`config.mk`:
```
export PLATFORM = sky130hd
export DESIGN_NAME = sbmr_ctrl
export DESIGN_NICKNAME = d
export VERILOG_FILES = /design/src/sv/sbmr_pkg.sv /design/src/sv/sbmr_ctrl.sv
export SDC_FILE = /design/constraint.sdc
export NUM_CORES = 1
export LEC_CHECK = 0
export BUFFER_PORTS_ARGS = -buffer_cell sky130_fd_sc_hd__buf_4
export CORE_AREA = 2 2 39 41
export CTS_BUF_LIST = sky130_fd_sc_hd__clkbuf_4 sky130_fd_sc_hd__clkbuf_8
export CTS_CLUSTER_DIAMETER = 40
export DETAILED_ROUTE_END_ITERATION = 16
export DIE_AREA = 0 0 41 43
export PLACE_DENSITY_LB_ADDON = 0.1
export SLEW_MARGIN = 20
export SYNTH_ARGS = -nofsm -noshare
export SYNTH_HDL_FRONTEND = slang
export SYNTH_SLANG_ARGS = --single-unit
```
`constraint.sdc`:
```
create_clock -name clk -period 2 [get_ports clk]
set_input_delay 0.4 -clock clk [delete_from_list [all_inputs] [get_ports clk]]
set_output_delay 0.4 -clock clk [all_outputs]
set_load 0.1 [all_outputs]
```
`src/sv/sbmr_pkg.sv`:
```
// Shared constants, register codes and control types of the block mask reduction.
package sbmr_pkg;

  localparam int MAX_HEIGHT   = 64;
  localparam int MAX_WIDTH    = 64;
  localparam int MAX_BLOCKS_H = 8;
  localparam int MAX_BLOCKS_W = 8;
  localparam int OFFSET_H     = 0;
  localparam int OFFSET_W     = 0;

  localparam int ROW_W  = $clog2(MAX_HEIGHT);
  localparam int COL_W  = $clog2(MAX_WIDTH);
  localparam int HPOS_W = $clog2(MAX_HEIGHT + 1);
  localparam int WPOS_W = $clog2(MAX_WIDTH + 1);
  localparam int ADDR_W = ROW_W + COL_W;
  localparam int DEPTH  = MAX_HEIGHT * MAX_WIDTH;

  localparam int PIX_W     = 16;
  localparam int CFG_W     = 16;
  localparam int CFG_IDX_W = 3;
  localparam int SIZE_W    = 5;
  localparam int NBLK_W    = 4;
  localparam int IDX_W     = 3;
  localparam int STEP_W    = IDX_W + SIZE_W;
  localparam int AREA_W    = 2 * SIZE_W;
  localparam int SUM_W     = PIX_W + AREA_W;
  localparam int PROD_W    = PIX_W + AREA_W + 1;
  localparam int CRD_W     = HPOS_W + WPOS_W + STEP_W;
  localparam int FRAME_W   = 8;
  localparam int COUNT_W   = 15;
  localparam int COUNT_MAX = 16384;
  localparam int FRAME_MAX = 255;

  typedef enum logic [CFG_IDX_W-1:0] {
    CFG_THRESHOLD     = 3'd0,
    CFG_AVG_POOL      = 3'd1,
    CFG_BLOCK_HEIGHT  = 3'd2,
    CFG_BLOCK_WIDTH   = 3'd3,
    CFG_STRIDE_HEIGHT = 3'd4,
    CFG_STRIDE_WIDTH  = 3'd5,
    CFG_BLOCKS_HIGH   = 3'd6,
    CFG_BLOCKS_WIDE   = 3'd7
  } cfg_idx_t;

  typedef struct packed {
    logic load;
    logic setup;
    logic read;
    logic decide;
    logic finish;
  } cmd_t;

  typedef struct packed {
    logic grid_empty;
    logic win_empty;
    logic rd_last;
    logic blk_last;
    logic out_free;
  } sts_t;

endpackage

```
`src/sv/sbmr_ctrl.sv`:
```
// Controller state machine sequencing pixel load, block walk and result issue.
module sbmr_ctrl (
  input  logic          clk,
  input  logic          rst,
  input  logic          in_valid,
  input  logic          in_frame_end,
  output logic          in_ready,
  input  sbmr_pkg::sts_t sts,
  output sbmr_pkg::cmd_t cmd
);
  import sbmr_pkg::*;

  typedef enum logic [2:0] {
    ST_IDLE,
    ST_SETUP,
    ST_READ,
    ST_DRAIN,
    ST_DECIDE,
    ST_FINISH
  } state_t;

  state_t state;
  state_t state_next;

  always_comb begin
    state_next = state;
    cmd        = '0;
    in_ready   = (state == ST_IDLE);
    unique case (state)
      ST_IDLE: begin
        if (in_valid) begin
          cmd.load = 1'b1;
          if (in_frame_end) begin
            state_next = sts.grid_empty ? ST_FINISH : ST_SETUP;
          end
        end
      end
      ST_SETUP: begin
        cmd.setup  = 1'b1;
        state_next = sts.win_empty ? ST_DECIDE : ST_READ;
      end
      ST_READ: begin
        cmd.read = 1'b1;
        if (sts.rd_last) begin
          state_next = ST_DRAIN;
        end
      end
      ST_DRAIN: begin
        state_next = ST_DECIDE;
      end
      ST_DECIDE: begin
        if (sts.out_free) begin
          cmd.decide = 1'b1;
          state_next = sts.blk_last ? ST_FINISH : ST_SETUP;
        end
      end
      ST_FINISH: begin
        if (sts.out_free) begin
          cmd.finish = 1'b1;
          state_next = ST_IDLE;
        end
      end
      default: state_next = ST_IDLE;
    endcase
  end

  always_ff @(posedge clk) begin
    if (rst) begin
      state <= ST_IDLE;
    end else begin
      state <= state_next;
    end
  end
endmodule

```
==> results of run 1 <==
==> synth_stat cells <==
cell type	n	share of area
o211a_1	1	0.036
and4b_2	1	0.041
mux2i_1	1	0.036
or2b_1	1	0.027
nand4bb_1	1	0.041
a21o_1	1	0.027
o2bb2ai_1	1	0.032
nor3_1	1	0.018
a21oi_1	3	0.055
nor2_1	1	0.014
nand2b_1	2	0.045
and2_1	1	0.023
a211oi_1	1	0.027
buf_2	1	0.018
buf_6	2	0.082
nor3_2	1	0.036
a221o_1	1	0.036
nand2_1	1	0.014
nand2b_2	1	0.032
dfxtp_1	3	0.22
nor3b_1	3	0.082
nand3b_1	1	0.027
a21oi_2	1	0.032
==> stage by stage <==
stage | worst slack (ns) | std cells
floorplan | -0.234 | 31
global placement | 0.432 | 58
detailed placement | 0.406 | 58
CTS | 0.158 | 62
global route | 0.0864 | 62
finish | 0.183 | 62
==> final timing paths <==
kind / from / endpoint / slack (ns)
max: state[0]$_SDFFE_PP0P_ / cmd[0] / 0.18
min: rst / state[0]$_SDFFE_PP0P_ / 0.35
max reg2reg: state[1]$_SDFFE_PP0P_ / state[0]$_SDFFE_PP0P_ / 0.74
min reg2reg: state[2]$_SDFFE_PP0P_ / state[1]$_SDFFE_PP0P_ / 0.72
==> cell families (layout without fill, tap and decap cells) <==
| kind of cell | after synthesis | after routing |
|---|---|---|
| and+or+nand+nor | 15 | 15 |
| muxes | 1 | 1 |
| DFF | 3 | 3 |
| AOI/OAI and AO/OA | 9 | 9 |
| buffers and inverters | 3 | 18 |
==> worst max-delay path: cells and delay by family (launching register included) <==
| family | cells | cell delay, ns |
|---|---|---|
| DFF | 1 | 0.61 |
| and+or+nand+nor | 1 | 0.29 |
| buffers and inverters | 1 | 0.28 |
==> layer usage <==
layer | part of all wire | vias up | GRT usage
met1 | 0.46 | 133 | 0.119
li1 | - | 145 | -
met4 | 0 | 0 | 0.0800
met3 | 0.056 | 0 | 0.0157
met5 | 0 | - | 0
met2 | 0.48 | 6 | 0.0906
==> area by class of cell <==
type | instances | area share
clock buffer | 4 | 0.0704
timing repair buffer | 14 | 0.246
multi-input combinational | 25 | 0.496
tap | 16 | 0.0469
sequential | 3 | 0.141
==> power by group <==
group	leakage, nW	switching, mW	internal [mW]
clock network	0.0184	0.0281	0.0881
registers	0.0245	0.0216	0.0659
logic	0.160	0.117	0.0585
total	0.203	0.167	0.212
==> flow_summary.json, run 1 <==
{
  "ys_types": 23,
  "io_pins": 15,
  "track_usage": 0.0812,
  "core-area_mm2": 0.00138,
  "worstPathMaxFanout": 12,
  "via_per_inst": 4.58,
  "h-tree-depth": 1,
  "cts_setup_buffers": 0,
  "fin_total_pwr_uw": 380,
  "cts_tree": "built",
  "globalplace.congestion": 0.657,
  "wl_per_cell_um": 10.3,
  "synth-seq-area-share": 0.218,
  "fin_worst_skew_ns": 0.0000493,
  "die_area_mm2": 0.00176,
  "utilization": 0.308,
  "antenna_found_initial": 0,
  "antenna_left": 0,
  "cts.clk_slew.worst_paths_ns": 0.03,
  "tightest_slew_ns": 0.493,
  "crit_chain": "and4b_2 > buf_4",
  "holdCritPathClass": "input port to flop",
  "drc": 0,
  "diodes": 0,
  "hold_depth": 2,
  "final-max-slew-violation-count": 0,
  "synthSimpleGateAreaFrac": 0.400,
  "p_leak_nw": 0.203,
  "r2r.worst_path.cells": 3,
  "design_area_um2": 427,
  "holdBufCountCts": 0,
  "largest_reg_flops": 3,
  "die_w_um": 41,
  "cts_buffers": 3,
  "required_ns": 1.60,
  "avgSynthCellArea_um2": 8.88,
  "cts_buffer_depth": 2,
  "max_cap_viol_count": 0,
  "relSlewSlack": 0.671,
  "top_register": "state",
  "fp.dieH_um": 43,
  "grt_pass1_vias": 227,
  "synth_fp_nets": 40,
  "cp-start-kind": "flop",
  "critical-path-max-stage-delay_ns": 0.61,
  "drtIter0Drc": 1,
  "mostFrequentLayoutCells": "buf_4 (14), clkbuf_4 (4), nor3b_2 (3), a21oi_1 (3), dfxtp_1 (3)",
  "multi_input_area_um2": 211,
  "cts-resized-gates": 0,
  "synth_compound_area_frac": 0.245,
  "finalHoldViolations": 0,
  "outcome": "finished, final reports clean",
  "vias": 284,
  "powerDensity_mw_per_mm2": 890,
  "regArea_um2": 60.1,
  "critical_path_class": "flop to output pin",
  "dr.pass1.iters": 2,
  "whs_ns": 0.350,
  "synth_top_family_by_area": "simple AND/OR/NAND/NOR gates",
  "routed_wl_um": 638,
  "fillers": 165,
  "grt_pass1_wl_um": 959,
  "critPathSlowestCell": "dfxtp_1",
  "fmax_mhz": 550,
  "synthMuxAreaShare": 0.0364,
  "clk_latency_ns": 0.23,
  "largestRegisters": "state (3)",
  "final.min_clock_period_ns": 1.82,
  "drive_above_1_share": 0.565,
  "syn_area_um2": 275,
  "rows": 14,
  "placed_area_um2": 397,
  "synth_adder_area_share": 0,
  "dp_hpwl_um": 480,
  "cp-end-kind": "output pin",
  "peakVddDrop_v": 0.000301,
  "final_common_cell": "buf_4",
  "postSynthCellCount": 31,
  "synthToLayoutAreaGrowth_pct": 55.0,
  "start_util": 0.199,
  "port_buffers": 14,
  "grt_max_degree": 14,
  "gr-total-overflow": 0,
  "fin_tns_setup_ns": 0,
  "synth_seq_cells": 3,
  "synthXorXnorAreaFrac": 0,
  "cts-root-buf": "clkbuf_4",
  "ys_warn_count": 0,
  "cp.arrival_ns": 1.42,
  "clock_sinks": 3,
  "setup_viol": 0,
  "layout_worst_path_cycle_share": 0.909,
  "rsz0062_at_grt": "no",
  "nets": 56
}
Note: power is estimated with default switching activity, not from simulation.
==> inputs of run 2 (changes only) <==
==> constraint.sdc (replaced) <==
create_clock -name clk -period 2.3 [get_ports clk]
set_input_delay 0.46 -clock clk [delete_from_list [all_inputs] [get_ports clk]]
set_output_delay 0.46 -clock clk [all_outputs]
set_load 0.1 [all_outputs]
==> flow_summary.json, run 2 (synthesis gave the netlist of run 1 again) <==
{
  "outcome": "finished, final reports clean",
  "clock_sinks": 3,
  "dr.pass1.iters": 2,
  "worstPathMaxFanout": 12,
  "p_leak_nw": 0.201,
  "drtIter0Drc": 1,
  "fp.dieH_um": 43,
  "cts_buffers": 3,
  "cts_buffer_depth": 2,
  "grt_pass1_wl_um": 959,
  "nets": 56,
  "cts-resized-gates": 0,
  "core-area_mm2": 0.00138,
  "wl_per_cell_um": 10.4,
  "drc": 0,
  "utilization": 0.307,
  "diodes": 0,
  "cts_tree": "built",
  "powerDensity_mw_per_mm2": 775,
  "antenna_found_initial": 0,
  "final_common_cell": "buf_4",
  "dp_hpwl_um": 503,
  "start_util": 0.199,
  "mostFrequentLayoutCells": "buf_4 (14), clkbuf_4 (4), nor3b_2 (3), a21oi_1 (3), dfxtp_1 (3)",
  "largest_reg_flops": 3,
  "rrSetupSlack_ns": 1.06,
  "final.min_clock_period_ns": 1.89,
  "antenna_left": 0,
  "rsz0062_at_grt": "no",
  "final-max-slew-violation-count": 0,
  "routed_wl_um": 644,
  "critical-path-max-stage-delay_ns": 0.62,
  "fmax_mhz": 529,
  "grt_pass1_vias": 238,
  "clk_latency_ns": 0.23,
  "port_buffers": 14,
  "h-tree-depth": 1,
  "max_cap_viol_count": 0,
  "relSlewSlack": 0.670,
  "required_ns": 1.84,
  "fin_tns_setup_ns": 0,
  "layout_worst_path_cycle_share": 0.821,
  "drive_above_1_share": 0.565,
  "tightest_slew_ns": 0.494,
  "gr-total-overflow": 0,
  "crit_chain": "and4b_2 > buf_4",
  "holdBufCountCts": 0,
  "finalHoldViolations": 0,
  "design_area_um2": 425,
  "grt_max_degree": 14,
  "cp-end-kind": "output pin",
  "die_w_um": 41,
  "holdCritPathClass": "input port to flop",
  "critPathTopFamily": "flip-flops",
  "top_register": "state",
  "cts.clk_slew.worst_paths_ns": 0.03,
  "track_usage": 0.0805,
  "cts-root-buf": "clkbuf_4",
  "via_per_inst": 4.52,
  "cp_num_buf_inv": 1,
  "synthToLayoutAreaGrowth_pct": 54.5,
  "whs_ns": 0.420,
  "largestRegisters": "state (3)",
  "globalplace.congestion": 0.700,
  "die_area_mm2": 0.00176,
  "critical_path_class": "flop to output pin",
  "dp_slack_ns": 0.652,
  "vias": 280,
  "fillers": 143,
  "cp-start-kind": "flop",
  "io_pins": 15,
  "setup_slack_ns": 0.411,
  "rows": 14,
  "placed_area_um2": 395,
  "cp.arrival_ns": 1.43,
  "peakVddDrop_v": 0.000304,
  "setup_viol": 0,
  "fin_worst_skew_ns": 0.00119,
  "cts_setup_buffers": 0,
  "critPathSlowestCell": "dfxtp_1"
}
[run 2: cell count changes in the layout (fill, tap and decap cells not counted)]
| cell | before | now |
|---|---|---|
| and2_2 | 0 | 1 |
| and2_4 | 1 | 0 |
[run 2: layout make-up]
class	instances	area, µm²	area share
well taps	16	20.0	0.0471
flip-flops and latches	3	60.1	0.141
clock buffers	4	30.0	0.0706
repair buffers	14	105	0.247
multi-input cells	25	210	0.494
[run 2: path summary, 6_finish.rpt]
| check | start | end | cells after the start |
|---|---|---|---|
| worst min-delay path | rst | state[0]$_SDFFE_PP0P_ | 2 |
| worst max-delay path | state[0]$_SDFFE_PP0P_ | cmd[0] | 2 |
| worst min register to register | state[1]$_SDFFE_PP0P_ | state[1]$_SDFFE_PP0P_ | 2 |
| worst max register to register | state[1]$_SDFFE_PP0P_ | state[0]$_SDFFE_PP0P_ | 3 |
[run 2: power by group]
group / internal, mW / total [mW] / leakage, nW / switching, mW
Combinational: 0.0500 / 0.151 / 0.158 / 0.101
Clock: 0.0767 / 0.102 / 0.0184 / 0.0257
Sequential: 0.0573 / 0.0760 / 0.0245 / 0.0187
[run 2: metal layers]
layer  share of wire  GRT usage  wire, µm  vias up
met5               0          0         0        -
met4               0     0.0600         0        0
met3           0.071     0.0157        46        0
met2            0.48      0.113       309       10
met1            0.45      0.104       288      125
li1                -          -         -      145
[run 2: through the flow]
stage	instances	power [mW]
2_1_floorplan	31	0.201
5_1_grt	62	0.351
4_1_cts	62	0.338
3_3_place_gp	58	0.229
3_5_place_dp	58	0.229
6_report	62	0.330
