**config.mk**
```make
export PLATFORM = sky130hd
export DESIGN_NAME = sbmr_datapath_flat
export DESIGN_NICKNAME = d
export VERILOG_FILES = /design/src/sv/sbmr_pkg.sv /design/src/sv/sbmr_result_if.sv /design/src/sv/sbmr_datapath.sv /design/src/flat_wrapper.sv
export SDC_FILE = /design/constraint.sdc
export NUM_CORES = 1
export LEC_CHECK = 0
export BUFFER_PORTS_ARGS = -buffer_cell sky130_fd_sc_hd__buf_2
export CORE_UTILIZATION = 45
export DETAILED_ROUTE_END_ITERATION = 7
export GPL_ROUTABILITY_DRIVEN = 0
export PLACE_DENSITY = 0.7
export SETUP_SLACK_MARGIN = 0.02
export SYNTH_ARGS = -nofsm -noshare
export SYNTH_HDL_FRONTEND = slang
export SYNTH_SLANG_ARGS = --single-unit
```
**constraint.sdc**
```tcl
create_clock -name clk -period 12.1 [get_ports clk]
set_input_delay 0 -clock clk [delete_from_list [all_inputs] [get_ports clk]]
set_output_delay 0 -clock clk [all_outputs]
set_load 0.02 [all_outputs]
```
**src/sv/sbmr_pkg.sv**
```systemverilog
// Shared constants, register codes and control types of the block mask reduction.
package sbmr_pkg;

  localparam int MAX_HEIGHT   = 64;
  localparam int MAX_WIDTH    = 64;
  localparam int MAX_BLOCKS_H = 8;
  localparam int MAX_BLOCKS_W = 8;
  localparam int OFFSET_H     = 0;
  localparam int OFFSET_W     = 0;

  localparam int ROW_W  = $clog2(MAX_HEIGHT);
  localparam int COL_W  = $clog2(MAX_WIDTH);
  localparam int HPOS_W = $clog2(MAX_HEIGHT + 1);
  localparam int WPOS_W = $clog2(MAX_WIDTH + 1);
  localparam int ADDR_W = ROW_W + COL_W;
  localparam int DEPTH  = MAX_HEIGHT * MAX_WIDTH;

  localparam int PIX_W     = 16;
  localparam int CFG_W     = 16;
  localparam int CFG_IDX_W = 3;
  localparam int SIZE_W    = 5;
  localparam int NBLK_W    = 4;
  localparam int IDX_W     = 3;
  localparam int STEP_W    = IDX_W + SIZE_W;
  localparam int AREA_W    = 2 * SIZE_W;
  localparam int SUM_W     = PIX_W + AREA_W;
  localparam int PROD_W    = PIX_W + AREA_W + 1;
  localparam int CRD_W     = HPOS_W + WPOS_W + STEP_W;
  localparam int FRAME_W   = 8;
  localparam int COUNT_W   = 15;
  localparam int COUNT_MAX = 16384;
  localparam int FRAME_MAX = 255;

  typedef enum logic [CFG_IDX_W-1:0] {
    CFG_THRESHOLD     = 3'd0,
    CFG_AVG_POOL      = 3'd1,
    CFG_BLOCK_HEIGHT  = 3'd2,
    CFG_BLOCK_WIDTH   = 3'd3,
    CFG_STRIDE_HEIGHT = 3'd4,
    CFG_STRIDE_WIDTH  = 3'd5,
    CFG_BLOCKS_HIGH   = 3'd6,
    CFG_BLOCKS_WIDE   = 3'd7
  } cfg_idx_t;

  typedef struct packed {
    logic load;
    logic setup;
    logic read;
    logic decide;
    logic finish;
  } cmd_t;

  typedef struct packed {
    logic grid_empty;
    logic win_empty;
    logic rd_last;
    logic blk_last;
    logic out_free;
  } sts_t;

endpackage

```
**src/sv/sbmr_result_if.sv**
```systemverilog
// Request channel carrying one active block result.
interface sbmr_result_if;
  logic                                valid;
  logic                                ready;
  logic [sbmr_pkg::FRAME_W-1:0]        batch_index;
  logic [sbmr_pkg::IDX_W-1:0]          block_row;
  logic [sbmr_pkg::IDX_W-1:0]          block_col;
  logic                                block_valid;
  logic                                last_of_run;
  logic [sbmr_pkg::COUNT_W-1:0]        active_count;

  modport source(output valid, batch_index, block_row, block_col, block_valid,
                 last_of_run, active_count, input ready);
  modport sink(input valid, batch_index, block_row, block_col, block_valid,
               last_of_run, active_count, output ready);
endinterface

```
**src/sv/sbmr_datapath.sv**
```systemverilog
// Datapath: configuration, pixel store addressing, window walk, accumulation and results.
module sbmr_datapath (
  input  logic                                 clk,
  input  logic                                 rst,
  input  logic                                 cfg_we,
  input  logic [sbmr_pkg::CFG_IDX_W-1:0]       cfg_index,
  input  logic [sbmr_pkg::CFG_W-1:0]           cfg_data,
  input  logic signed [sbmr_pkg::PIX_W-1:0]    pix_value,
  input  logic                                 pix_row_end,
  input  logic                                 pix_frame_end,
  input  logic                                 pix_batch_end,
  input  sbmr_pkg::cmd_t                       cmd,
  output sbmr_pkg::sts_t                       sts,
  output logic                                 wr_en,
  output logic [sbmr_pkg::ADDR_W-1:0]          wr_addr,
  output logic [sbmr_pkg::PIX_W-1:0]           wr_data,
  output logic                                 rd_en,
  output logic [sbmr_pkg::ADDR_W-1:0]          rd_addr,
  input  logic [sbmr_pkg::PIX_W-1:0]           rd_data,
  sbmr_result_if.source                        res
);
  import sbmr_pkg::*;

  logic signed [PIX_W-1:0]  threshold;
  logic                     avg_pool;
  logic [SIZE_W-1:0]        block_height;
  logic [SIZE_W-1:0]        block_width;
  logic [SIZE_W-1:0]        stride_height;
  logic [SIZE_W-1:0]        stride_width;
  logic [NBLK_W-1:0]        blocks_high;
  logic [NBLK_W-1:0]        blocks_wide;

  logic [WPOS_W-1:0]        col_pos;
  logic [HPOS_W-1:0]        row_pos;
  logic [WPOS_W-1:0]        frame_width;
  logic [HPOS_W-1:0]        frame_height;
  logic [FRAME_W-1:0]       frame_number;
  logic [COUNT_W-1:0]       running_count;
  logic                     batch_flag;
  logic signed [PROD_W-1:0] limit;

  logic [IDX_W-1:0]         bh_idx;
  logic [IDX_W-1:0]         bw_idx;
  logic [HPOS_W-1:0]        h_cur;
  logic [HPOS_W-1:0]        h_end;
  logic [WPOS_W-1:0]        w_cur;
  logic [WPOS_W-1:0]        w_start;
  logic [WPOS_W-1:0]        w_end;
  logic                     rd_vld;
  logic signed [SUM_W-1:0]  sum;
  logic                     any;

  logic                     pend_valid;
  logic [IDX_W-1:0]         pend_row;
  logic [IDX_W-1:0]         pend_col;
  logic [COUNT_W-1:0]       pend_count;

  logic [NBLK_W-1:0]        nbh;
  logic [NBLK_W-1:0]        nbw;
  logic [STEP_W-1:0]        h_step;
  logic [STEP_W-1:0]        w_step;
  logic signed [CRD_W-1:0]  h0, w0, hs, ws, he, we, he_raw, we_raw, fh_s, fw_s;
  logic [WPOS_W-1:0]        width_next;
  logic [HPOS_W-1:0]        height_next;
  logic                     active;
  logic [COUNT_W-1:0]       count_next;
  logic [AREA_W-1:0]        area;
  logic                     push;
  logic [FRAME_W-1:0]       o_index;
  logic [IDX_W-1:0]         o_row;
  logic [IDX_W-1:0]         o_col;
  logic                     o_bvalid;
  logic                     o_last;
  logic [COUNT_W-1:0]       o_count;

  assign nbh = (blocks_high > NBLK_W'(MAX_BLOCKS_H)) ? NBLK_W'(MAX_BLOCKS_H) : blocks_high;
  assign nbw = (blocks_wide > NBLK_W'(MAX_BLOCKS_W)) ? NBLK_W'(MAX_BLOCKS_W) : blocks_wide;
  assign area = AREA_W'(block_height * block_width);

  assign width_next  = (col_pos < WPOS_W'(MAX_WIDTH)) ? col_pos + 1'b1 : WPOS_W'(MAX_WIDTH);
  assign height_next = (row_pos < HPOS_W'(MAX_HEIGHT)) ? row_pos + 1'b1 : HPOS_W'(MAX_HEIGHT);

  assign wr_en   = cmd.load && (row_pos < HPOS_W'(MAX_HEIGHT)) && (col_pos < WPOS_W'(MAX_WIDTH));
  assign wr_addr = {row_pos[ROW_W-1:0], col_pos[COL_W-1:0]};
  assign wr_data = pix_value;
  assign rd_en   = cmd.read;
  assign rd_addr = {h_cur[ROW_W-1:0], w_cur[COL_W-1:0]};

  always_comb begin
    h_step = STEP_W'(bh_idx * stride_height);
    w_step = STEP_W'(bw_idx * stride_width);
    h0     = CRD_W'(OFFSET_H) + $signed(CRD_W'(h_step));
    w0     = CRD_W'(OFFSET_W) + $signed(CRD_W'(w_step));
    hs     = (h0 < 0) ? '0 : h0;
    ws     = (w0 < 0) ? '0 : w0;
    he_raw = h0 + $signed(CRD_W'(block_height));
    we_raw = w0 + $signed(CRD_W'(block_width));
    fh_s   = $signed(CRD_W'(frame_height));
    fw_s   = $signed(CRD_W'(frame_width));
    he     = (he_raw > fh_s) ? fh_s : he_raw;
    we     = (we_raw > fw_s) ? fw_s : we_raw;
  end

  assign active = avg_pool
      ? ($signed({{(PROD_W-SUM_W){sum[SUM_W-1]}}, sum}) > limit)
      : any;
  assign count_next = (running_count < COUNT_W'(COUNT_MAX)) ? running_count + 1'b1
                                                            : running_count;

  assign sts.grid_empty = (nbh == '0) || (nbw == '0);
  assign sts.win_empty  = (he <= hs) || (we <= ws);
  assign sts.rd_last    = (h_cur == h_end - 1'b1) && (w_cur == w_end - 1'b1);
  assign sts.blk_last   = ({1'b0, bh_idx} == nbh - 1'b1) && ({1'b0, bw_idx} == nbw - 1'b1);
  assign sts.out_free   = !res.valid || res.ready;

  always_comb begin
    push     = 1'b0;
    o_index  = frame_number;
    o_row    = pend_row;
    o_col    = pend_col;
    o_bvalid = 1'b1;
    o_last   = 1'b0;
    o_count  = pend_count;
    if (cmd.decide && active && pend_valid) begin
      push = 1'b1;
    end else if (cmd.finish) begin
      push   = 1'b1;
      o_last = 1'b1;
      if (!pend_valid) begin
        o_row    = '0;
        o_col    = '0;
        o_bvalid = 1'b0;
        o_count  = running_count;
      end
    end
  end

  always_ff @(posedge clk) begin
    if (rst) begin
      threshold     <= '0;
      avg_pool      <= 1'b0;
      block_height  <= SIZE_W'(8);
      block_width   <= SIZE_W'(8);
      stride_height <= SIZE_W'(8);
      stride_width  <= SIZE_W'(8);
      blocks_high   <= NBLK_W'(8);
      blocks_wide   <= NBLK_W'(8);
      col_pos       <= '0;
      row_pos       <= '0;
      frame_width   <= '0;
      frame_height  <= '0;
      frame_number  <= '0;
      running_count <= '0;
      batch_flag    <= 1'b0;
      bh_idx        <= '0;
      bw_idx        <= '0;
      rd_vld        <= 1'b0;
      pend_valid    <= 1'b0;
      res.valid     <= 1'b0;
    end else begin
      if (cfg_we) begin
        unique case (cfg_idx_t'(cfg_index))
          CFG_THRESHOLD:     threshold     <= $signed(cfg_data[PIX_W-1:0]);
          CFG_AVG_POOL:      avg_pool      <= cfg_data[0];
          CFG_BLOCK_HEIGHT:  block_height  <= cfg_data[SIZE_W-1:0];
          CFG_BLOCK_WIDTH:   block_width   <= cfg_data[SIZE_W-1:0];
          CFG_STRIDE_HEIGHT: stride_height <= cfg_data[SIZE_W-1:0];
          CFG_STRIDE_WIDTH:  stride_width  <= cfg_data[SIZE_W-1:0];
          CFG_BLOCKS_HIGH:   blocks_high   <= cfg_data[NBLK_W-1:0];
          CFG_BLOCKS_WIDE:   blocks_wide   <= cfg_data[NBLK_W-1:0];
          default: ;
        endcase
      end

      if (cmd.load) begin
        if (!(pix_row_end || pix_frame_end)) begin
          if (col_pos < WPOS_W'(MAX_WIDTH)) begin
            col_pos <= col_pos + 1'b1;
          end
        end else begin
          frame_width <= width_next;
          col_pos     <= '0;
          if (!pix_frame_end) begin
            row_pos <= height_next;
          end else begin
            frame_height <= height_next;
            row_pos      <= '0;
            batch_flag   <= pix_batch_end;
            limit        <= PROD_W'(threshold * $signed({1'b0, area}));
            bh_idx       <= '0;
            bw_idx       <= '0;
          end
        end
      end

      if (cmd.setup) begin
        h_cur   <= hs[HPOS_W-1:0];
        h_end   <= he[HPOS_W-1:0];
        w_cur   <= ws[WPOS_W-1:0];
        w_start <= ws[WPOS_W-1:0];
        w_end   <= we[WPOS_W-1:0];
        sum     <= '0;
        any     <= 1'b0;
      end

      if (cmd.read) begin
        if (w_cur == w_end - 1'b1) begin
          w_cur <= w_start;
          h_cur <= h_cur + 1'b1;
        end else begin
          w_cur <= w_cur + 1'b1;
        end
      end

      rd_vld <= cmd.read;
      if (rd_vld) begin
        sum <= sum + {{(SUM_W-PIX_W){rd_data[PIX_W-1]}}, rd_data};
        if ($signed(rd_data) > threshold) begin
          any <= 1'b1;
        end
      end

      if (cmd.decide) begin
        if (active) begin
          running_count <= count_next;
          pend_valid    <= 1'b1;
          pend_row      <= bh_idx;
          pend_col      <= bw_idx;
          pend_count    <= count_next;
        end
        if ({1'b0, bw_idx} == nbw - 1'b1) begin
          bw_idx <= '0;
          bh_idx <= bh_idx + 1'b1;
        end else begin
          bw_idx <= bw_idx + 1'b1;
        end
      end

      if (cmd.finish) begin
        pend_valid <= 1'b0;
        if (batch_flag) begin
          frame_number  <= '0;
          running_count <= '0;
        end else if (frame_number < FRAME_W'(FRAME_MAX)) begin
          frame_number <= frame_number + 1'b1;
        end
      end

      if (push) begin
        res.valid <= 1'b1;
      end else if (res.ready) begin
        res.valid <= 1'b0;
      end
    end
  end

  always_ff @(posedge clk) begin
    if (push) begin
      res.batch_index  <= o_index;
      res.block_row    <= o_row;
      res.block_col    <= o_col;
      res.block_valid  <= o_bvalid;
      res.last_of_run  <= o_last;
      res.active_count <= o_count;
    end
  end

  a_count_bound: assert property (@(posedge clk) disable iff (rst)
    running_count <= COUNT_W'(COUNT_MAX))
    else $error("running count above saturation");

  a_pos_bound: assert property (@(posedge clk) disable iff (rst)
    (col_pos <= WPOS_W'(MAX_WIDTH)) && (row_pos <= HPOS_W'(MAX_HEIGHT)))
    else $error("load position out of range");

  a_read_window: assert property (@(posedge clk) disable iff (rst)
    cmd.read |-> (h_cur < h_end) && (w_cur < w_end))
    else $error("read outside block window");

  a_push_free: assert property (@(posedge clk) disable iff (rst)
    push |-> sts.out_free)
    else $error("result register overwritten");
endmodule

```
**src/flat_wrapper.sv**
```systemverilog
// flat-port wrapper written by rule: the top's interface ports become plain ports
module sbmr_datapath_flat import sbmr_pkg::*;
  (clk, rst, cfg_we, cfg_index, cfg_data, pix_value, pix_row_end, pix_frame_end, pix_batch_end, cmd, sts, wr_en, wr_addr, wr_data, rd_en, rd_addr, rd_data, res_valid, res_batch_index, res_block_row, res_block_col, res_block_valid, res_last_of_run, res_active_count, res_ready);
  sbmr_result_if res_i ();
  input  logic clk;
  input  logic rst;
  input  logic cfg_we;
  input  logic [sbmr_pkg::CFG_IDX_W-1:0] cfg_index;
  input  logic [sbmr_pkg::CFG_W-1:0] cfg_data;
  input  logic signed [sbmr_pkg::PIX_W-1:0] pix_value;
  input  logic pix_row_end;
  input  logic pix_frame_end;
  input  logic pix_batch_end;
  input  sbmr_pkg::cmd_t cmd;
  output sbmr_pkg::sts_t sts;
  output logic wr_en;
  output logic [sbmr_pkg::ADDR_W-1:0] wr_addr;
  output logic [sbmr_pkg::PIX_W-1:0] wr_data;
  output logic rd_en;
  output logic [sbmr_pkg::ADDR_W-1:0] rd_addr;
  input  logic [sbmr_pkg::PIX_W-1:0] rd_data;
  output wire logic [$bits(res_i.valid)-1:0] res_valid;
  output wire logic [$bits(res_i.batch_index)-1:0] res_batch_index;
  output wire logic [$bits(res_i.block_row)-1:0] res_block_row;
  output wire logic [$bits(res_i.block_col)-1:0] res_block_col;
  output wire logic [$bits(res_i.block_valid)-1:0] res_block_valid;
  output wire logic [$bits(res_i.last_of_run)-1:0] res_last_of_run;
  output wire logic [$bits(res_i.active_count)-1:0] res_active_count;
  input wire logic [$bits(res_i.ready)-1:0] res_ready;
  assign res_valid = res_i.valid;
  assign res_batch_index = res_i.batch_index;
  assign res_block_row = res_i.block_row;
  assign res_block_col = res_i.block_col;
  assign res_block_valid = res_i.block_valid;
  assign res_last_of_run = res_i.last_of_run;
  assign res_active_count = res_i.active_count;
  assign res_i.ready = res_ready;
  sbmr_datapath u_core (.clk(clk), .rst(rst), .cfg_we(cfg_we), .cfg_index(cfg_index), .cfg_data(cfg_data), .pix_value(pix_value), .pix_row_end(pix_row_end), .pix_frame_end(pix_frame_end), .pix_batch_end(pix_batch_end), .cmd(cmd), .sts(sts), .wr_en(wr_en), .wr_addr(wr_addr), .wr_data(wr_data), .rd_en(rd_en), .rd_addr(rd_addr), .rd_data(rd_data), .res(res_i));
endmodule
```
==> flow_summary.yaml <==
sta:
  fin_worst_skew_ns: 0.0197
  max_slew.worst_pin.slew_ns: 1.28
  fin_setup_tns_ns: 0
  final_hold_viol_count: 0
  setup_viol: 0
  whs_ns: 0.00000883
  setup_ws_ns: 2.19
  fmax_mhz: 101
  maxSlewViolCount: 0
  fin_crit_ns: 9.91
  fin_crit_sh_pct: 81.9
  rsz0062_at_grt: "no"
  relSlewSlack_pct: 13.7
global_routing:
  antenna_found_initial: 2
  grt_pass1_wl_um: 81000
  grt_pass1_vias: 16500
  grt_use_total_pct: 20.0
  grt_max_degree: 70
  grt_overflow: 0
pwr:
  power_density_nw_per_um2: 90.8
  p_total_mw: 2.17
  ir_drop_mv: 0.0613
  p_leak_nw: 10.9
floorplanning:
  die_area_um2: 49000
  core_area_um2: 47600
  start_util_pct: 45.5
  dieWidth_um: 221
  rows: 80
  die_h_um: 221
  io_pins: 142
final_layout:
  final_common_cell: "inv_1"
  layout-drive-gt1-share_pct: 10.0
  finalNetCount: 2830
  instances_no_fill: 3027
  final_cell_mix: "inv_1 (331), nand2_1 (237), ha_1 (213), fa_1 (165), edfxtp_1 (141)"
  syn_to_final_growth_pct: 10.4
  final_area_um2: 23900
  postLayoutCoreUtil_pct: 50.2
synth:
  yosysUniqueCellTypes: 76
  synthCells: 2310
  synth_area_leaders: "edfxtp_1 (20%), fa_1 (15%), ha_1 (12%)"
  yosysTopAreaCell: "edfxtp_1"
  synth_seq_cells: 247
  synth_top_area_share_pct: 19.5
  synth_flop_cell: "edfxtp_1"
  ys_warn_count: 0
  syn-cell-area_um2: 21700
  syn-num-nets: 2751
  avgSynthCellArea_um2: 9.38
  synth-edff-count: 141
  yosysSeqAreaShare_pct: 29.3
  async_flop_share_pct: 0
clock_tree:
  clockBufferDepth: 3
  cts_tree: "built"
  path_clk_slew_ns: 0.06
  clk_latency_ns: 0.57
  htree_levels: 1
  cts.sinks: 247
  cts-root-buf: "clkbuf_16"
  cts_buffers: 27
  cts_setup_buffers: 0
  cts_resized: 0
  ctsHoldBuffers: 46
worst_setup_path:
  crit_path_frequent_cell: "fa_1"
  crit_path_end_kind: "register"
  crit_fanout: 22
  worstSetupPathType: "register to register"
  slowest_stage: "xnor2_1"
  cp_slowest_stage_delay_ns: 1.00
  cp_data_required_time_ns: 12.41
  cp-start-kind: "register"
  cp.arrival_ns: 10.22
drt:
  avgViaCountPerCell: 5.34
  highest_layer: "met4"
  drt_iter0_markers: 1002
  met2WireLength_um: 23800
  met1_length_um: 21400
  drc_errors: 0
  dr.pass1.iters: 5
  vias: 16200
  wl_per_cell_um: 16.1
  wl_met3_um: 2060
  ant_nets: 0
  finalWirelength_um: 48700
placed_design:
  post_dp_cell_area_um2: 22500
  hpwlAfterDp_um: 37700
  dp.cells: 2929
  io_buffers: 109
  pre_cts_slack_ns: 2.25
status:
  status: "finished, final reports clean"
run:
  max_cap_viol_count: 0
min_path:
  hold_path.class: "primary input to primary output"
critical path: cells and delay by family, from the launching register on:
family,cells,cell delay (ns)
adders and majority gates,10,4.94
AOI/OAI and AO/OA,9,1.69
xor gates and xnor gates,2,1.09
DFF,1,0.88
and+or+nand+nor,3,0.87
buffers and inverters,4,0.19
routing by layer:
| metal | vias to the layer above | global-route usage (%) |
|---|---|---|
| li1 | 7783 | - |
| met3 | 83 | 2.28 |
| met4 | 0 | 6.38 |
| met1 | 7926 | 25.8 |
| met5 | - | 0 |
| met2 | 385 | 34.9 |
worst paths after layout:
check / start / slack, ns / to / cells past startpoint
min: pix_value[12] / 0.000009 / wr_data[12] / 0
max reg2reg: u_core.block_height[0]$_SDFFE_PP0P_ / 2.19 / u_core.limit[26]$_DFFE_PP_ / 28
max: u_core.block_height[0]$_SDFFE_PP0P_ / 2.19 / u_core.limit[26]$_DFFE_PP_ / 28
min reg2reg: u_core.frame_height[1]$_SDFFE_PP0P_ / 0.47 / u_core.frame_height[1]$_SDFFE_PP0P_ / 2
state kept, by name (all words and copies together) (netlist names), 8 cells and up:
name,count
u_core.pend_count,15
u_core.res.active_count,15
u_core.running_count,15
u_core.sum,26
u_core.res.batch_index,8
u_core.frame_number,8
u_core.limit,27
u_core.threshold,16
power by group:
group          internal, mW  total, mW  switching [mW]
clock                 0.545      0.910           0.365
sequential            0.923      0.953          0.0296
combinational         0.128      0.310           0.182
cell families after synthesis:
logic type | synth area share [%]
XOR/XNOR | 5.17
multiplexers | 3.33
AO/OA/AOI/OAI | 9.58
adder cells (fa/ha/maj) | 27.5
AND/OR/NAND/NOR | 16.4
flip-flops | 29.3
buffers and inverters | 8.63
final cells by class:
class,instances,area [µm²]
Fill cell,4324,23700
Multi-Input combinational cell,1615,13500
Sequential cell,247,6360
Inverter,332,1250
Timing Repair Buffer,166,1090
Tap cell,615,769
Clock buffer,32,768
Clock inverter,18,224
Antenna cell,2,5.00
cell usage after synthesis, drive strengths merged (4+ instances only):
library cell	n
ha	213
inv	331
nor2b	22
a31o	6
buf	50
mux2i	38
a211oi	13
nand2b	28
and3	23
xnor2	92
a22oi	4
nor4	5
o21a	14
nor3	24
or4	5
nand3	40
a21oi	127
fa	165
nand4	25
a31oi	8
and2	127
nor2	130
nand4b	6
o211ai	11
xor2	36
or3	15
a22o	6
edfxtp	141
dfxtp	106
o21bai	12
nor3b	10
a21o	27
or2	4
nand2	237
mux2	30
o21ai	70
o22ai	7
clkbuf	66
Power figures use the tool's default switching activity.
